<file path="src/rtl/imf_pkg.sv">
// ----------------------------------------------------------------------------
// imf_pkg: shared constants and types
// Window geometry, pixel widths, register indexes and pipeline types of the
// streaming median filter.
// ----------------------------------------------------------------------------
`default_nettype none

package imf_pkg;

    localparam int WINDOW      = 3;
    localparam int MAX_WIDTH   = 1024;
    localparam int MAX_HEIGHT  = 1024;
    localparam int PIX_BITS    = 8;

    localparam int IO_PIX_BITS = 8;
    localparam int CFG_BITS    = 11;
    localparam int CFG_REGS    = 2;
    localparam int CFG_IDX_BITS = (CFG_REGS > 1) ? $clog2(CFG_REGS) : 1;

    localparam int WIN_AREA    = WINDOW * WINDOW;
    localparam int MED_IDX     = WIN_AREA / 2;
    localparam int COL_BITS    = $clog2(MAX_WIDTH);
    localparam int ROW_BITS    = $clog2(MAX_HEIGHT);
    localparam int DIM_BITS    = ((COL_BITS > ROW_BITS) ? COL_BITS : ROW_BITS) + 1;
    localparam int CMP_BITS    = (DIM_BITS > CFG_BITS) ? DIM_BITS : CFG_BITS;
    localparam int LINE_BITS   = (WINDOW - 1) * PIX_BITS;

    localparam logic [CFG_IDX_BITS-1:0] REG_WIDTH  = CFG_IDX_BITS'(0);
    localparam logic [CFG_IDX_BITS-1:0] REG_HEIGHT = CFG_IDX_BITS'(1);

    localparam logic [CFG_BITS-1:0] RESET_WIDTH  = CFG_BITS'(640);
    localparam logic [CFG_BITS-1:0] RESET_HEIGHT = CFG_BITS'(480);

    typedef logic [PIX_BITS-1:0] t_pix;
    typedef logic [WIN_AREA-1:0][PIX_BITS-1:0] t_win;

    typedef struct packed {
        logic full;
        logic last;
    } t_meta;

endpackage

`default_nettype wire

</file>
<file path="src/rtl/imf_sort_stage.sv">
// ----------------------------------------------------------------------------
// imf_sort_stage: one cell of the odd-even transposition sorter
// Compare-exchange of neighboring window values on even or odd pairs,
// registered and handed to the next cell on every pipeline advance.
// ----------------------------------------------------------------------------
`default_nettype none

module imf_sort_stage
    import imf_pkg::*;
(
    input  wire logic  i_clk,
    input  wire logic  i_rst_n,
    input  wire logic  i_adv,
    input  wire logic  i_odd,
    input  wire logic  i_valid,
    input  wire t_win  i_data,
    input  wire t_meta i_meta,
    output logic       o_valid,
    output t_win       o_data,
    output t_meta      o_meta
);

    t_win n_data;

    always_comb begin
        n_data = i_data;
        for (int i = 0; i < WIN_AREA - 1; i++) begin
            if ((1'(i) == i_odd) && (i_data[i] > i_data[i+1])) begin
                n_data[i]   = i_data[i+1];
                n_data[i+1] = i_data[i];
            end
        end
    end

    always_ff @(posedge i_clk) begin
        if (!i_rst_n) begin
            o_valid <= 1'b0;
        end else if (i_adv) begin
            o_valid <= i_valid;
        end
        if (i_adv) begin
            o_data <= n_data;
            o_meta <= i_meta;
        end
    end

endmodule

`default_nettype wire

</file>
<file path="config.mk">
export PLATFORM = sky130hd
export DESIGN_NAME = imf_sort_stage
export DESIGN_NICKNAME = d
export VERILOG_FILES = /design/src/rtl/imf_pkg.sv /design/src/rtl/imf_sort_stage.sv
export SDC_FILE = /design/constraint.sdc
export NUM_CORES = 1
export LEC_CHECK = 0
export ABC_AREA = 0
export BUFFER_PORTS_ARGS = -buffer_cell sky130_fd_sc_hd__buf_2
export CORE_MARGIN = 2
export CORE_UTILIZATION = 45
export CTS_CLUSTER_DIAMETER = 30
export DETAILED_ROUTE_END_ITERATION = 10
export PLACE_DENSITY_LB_ADDON = 0.08
export SLEW_MARGIN = 20
export SYNTH_ARGS = -nofsm -noshare
export SYNTH_HDL_FRONTEND = slang
export SYNTH_SLANG_ARGS = --single-unit
</file>
<file path="constraint.sdc">
create_clock -name i_clk -period 2.8 [get_ports i_clk]
set_clock_uncertainty 0.05 [all_clocks]
set_input_delay 0.7 -clock i_clk [delete_from_list [all_inputs] [get_ports i_clk]]
set_output_delay 0.7 -clock i_clk [all_outputs]
set_load 0.005 [all_outputs]
</file>
==> results.toml <==
[status]
status = "finished clean"

[floorplan]
die_x_um = 117
initial_core_util = 0.458
die_h_um = 117
num_rows = 41
ios = 154
die_area_um2 = 13700
core_area_um2 = 12600

[sta]
finalHoldViolations = 0
grt_setup_unrepaired = "no"
finalSetupViolations = 0
fin_setup_tns_ns = 0
period_share = 0.870
setup_ws_ns = 0.365
max_freq_mhz = 411
period_needed_ns = 2.44
slew_violations = 0
slew_headroom = 0.715
tightest_slew_ns = 0.427

[global_route]
grt_max_degree = 76
use_met1 = 0.369
grt_usage = 0.251
grtUsageMet3 = 0.0427
antenna_found_initial = 0
top_usage_layer = "met1"
grt_pass1_wl_um = 26200
grt_pass1_vias = 4990
grt_overflow_total = 0
grtUsageMet2 = 0.369

[drt]
drcViolationCount = 0
antenna_left = 0
wl_um = 17100
drtIter0Drc = 471
drtPass1Iterations = 5
vias = 5393
routedWlPerCell_um = 18.0
avgViaCountPerCell = 5.69

[layout]
diodes = 0
areaGrowthSynthToFinish_pct = 25.4
drive_above_1_share = 0.290
layout_commonest_cell = "buf_2"
fin_nets = 913
layout_common_cells = "153 x buf_2, 80 x a21oi_1, 74 x edfxtp_1, 72 x nand3_1, 65 x inv_1"

[synthesis]
synth_nets = 749
avgSynthCellArea_um2 = 9.50
synth_top_family_by_area = "compound AO/OA/AOI/OAI gates"
seq_area_frac_synth = 0.389
synth_compound_area_frac = 0.285
synth_warnings = 0
synth_fa_ha_area_frac = 0.139
synth-simple-area-share = 0.111
ys_seq_elements = 75
synthMuxAreaShare = 0.00174
synth_xor_area_frac = 0
synthCells = 606
synth_cell_types = 33
syn-cell-area_um2 = 5760

[cts]
clockBufferDepth = 2
clockRootBuffer = "clkbuf_16"
numCtsBuffers = 9
cts_resized = 0
post_cts_buffers = 0
hold_buffers = 0
clock_latency_ns = 0.34
htree_levels = 3
tritoncts = "yes"
path_clk_slew_ns = 0.06
cts_sinks = 75

[place]
gp_congestion = 0.916
portBuffers = 153
dp_hpwl_um = 13400
dp_slack_ns = 0.0403

[worst_setup_path]
cp_data_required_time_ns = 2.93
cp-end-kind = "flip-flop"
cp.arrival_ns = 2.57
start_kind = "primary input"
crit_type = "in -> reg"
worstPathMaxFanout = 8

[pwr]
powerDensity_nw_per_um2 = 519
p_leak_nw = 3.28
ir_drop_uv = 245

[hold_path]
hp-class = "reg -> reg"

[flow_run]
drv_cap = 0
==> area by class of cell <==
class | count | area, um2
Clock inverter | 7 | 123
Fill cell | 1141 | 5350
Clock buffer | 9 | 225
Timing Repair Buffer | 193 | 1080
Sequential cell | 75 | 2240
Multi-Input combinational cell | 426 | 3090
Tap cell | 172 | 215
Inverter | 65 | 244
==> layer usage <==
metal	wire length, um	up-vias	part of all wire
met1	8140	2502	0.48
met3	1180	34	0.069
li1	-	2628	-
met5	0	-	0
met4	467	0	0.027
met2	7290	229	0.43
==> state kept, by name, summed over array words and instances (netlist names) <==
| register | cells |
|---|---|
| o_data | 72 |
| o_meta | 2 |
| o_valid | 1 |
==> where the power goes <==
| part | internal (mW) | switching (mW) |
|---|---|---|
| Sequential | 1.41 | 0.0388 |
| Clock | 0.877 | 0.501 |
| Combinational | 0.396 | 0.519 |
| Total | 2.69 | 1.06 |
==> cells in the mapped netlist, drive strengths merged <==
library cell	number	share of area
nor2b	9	0.0098
mux2i	1	0.0017
nand3	72	0.063
and2	8	0.0091
nand2	10	0.0065
a211o	2	0.0030
o21ai	24	0.022
dfxtp	1	0.0035
a2111o	5	0.0098
nor2	5	0.0033
clkbuf	30	0.020
or3b	1	0.0015
buf	10	0.012
a31oi	56	0.082
nand3b	1	0.0013
o211ai	15	0.020
nand4	16	0.017
a21bo	7	0.012
edfxtp	74	0.39
inv	65	0.042
ha	64	0.14
a21oi	80	0.070
a21o	50	0.067
==> worst max-delay path, cell delays in order <==
cell,delay [ns]
buf_2,0.13
inv_1,0.09
ha_1,0.32
nand4_1,0.16
a2111o_1,0.47
buf_4,0.20
and2_0,0.29
o21ai_1,0.20
==> path summary, 6_finish.rpt <==
kind / depth (start not counted) / start / slack, ns / to
setup / recovery: 8 / i_data[15] / 0.36 / o_data[7]$_DFFE_PP_
hold / removal: 2 / o_valid$_SDFFE_PN0P_ / 0.48 / o_valid$_SDFFE_PN0P_
setup reg to reg: 2 / o_valid$_SDFFE_PN0P_ / 2.16 / o_valid$_SDFFE_PN0P_
hold reg to reg: 2 / o_valid$_SDFFE_PN0P_ / 0.48 / o_valid$_SDFFE_PN0P_
==> kinds of logic after synthesis <==
logic type      count (synthesis)
simple gates                  122
mux                             1
buf+inv                       105
compound gates                239
fa+ha+maj                      64
flops                          75
==> per-stage QoR <==
step                      power, mW  cells  area [um2]   util  hold WS (ns)
after global routing           3.92    947        7220  0.574         0.481
after floorplan                1.97    606        5760      -         0.457
after detailed placement       2.38    931        6870  0.547         0.458
final                          3.75    947        7220  0.574         0.478
after global placement         2.36    931        6870  0.547         0.449
after CTS                      3.76    947        7220  0.574         0.477
(Power assumes the default switching activity.)
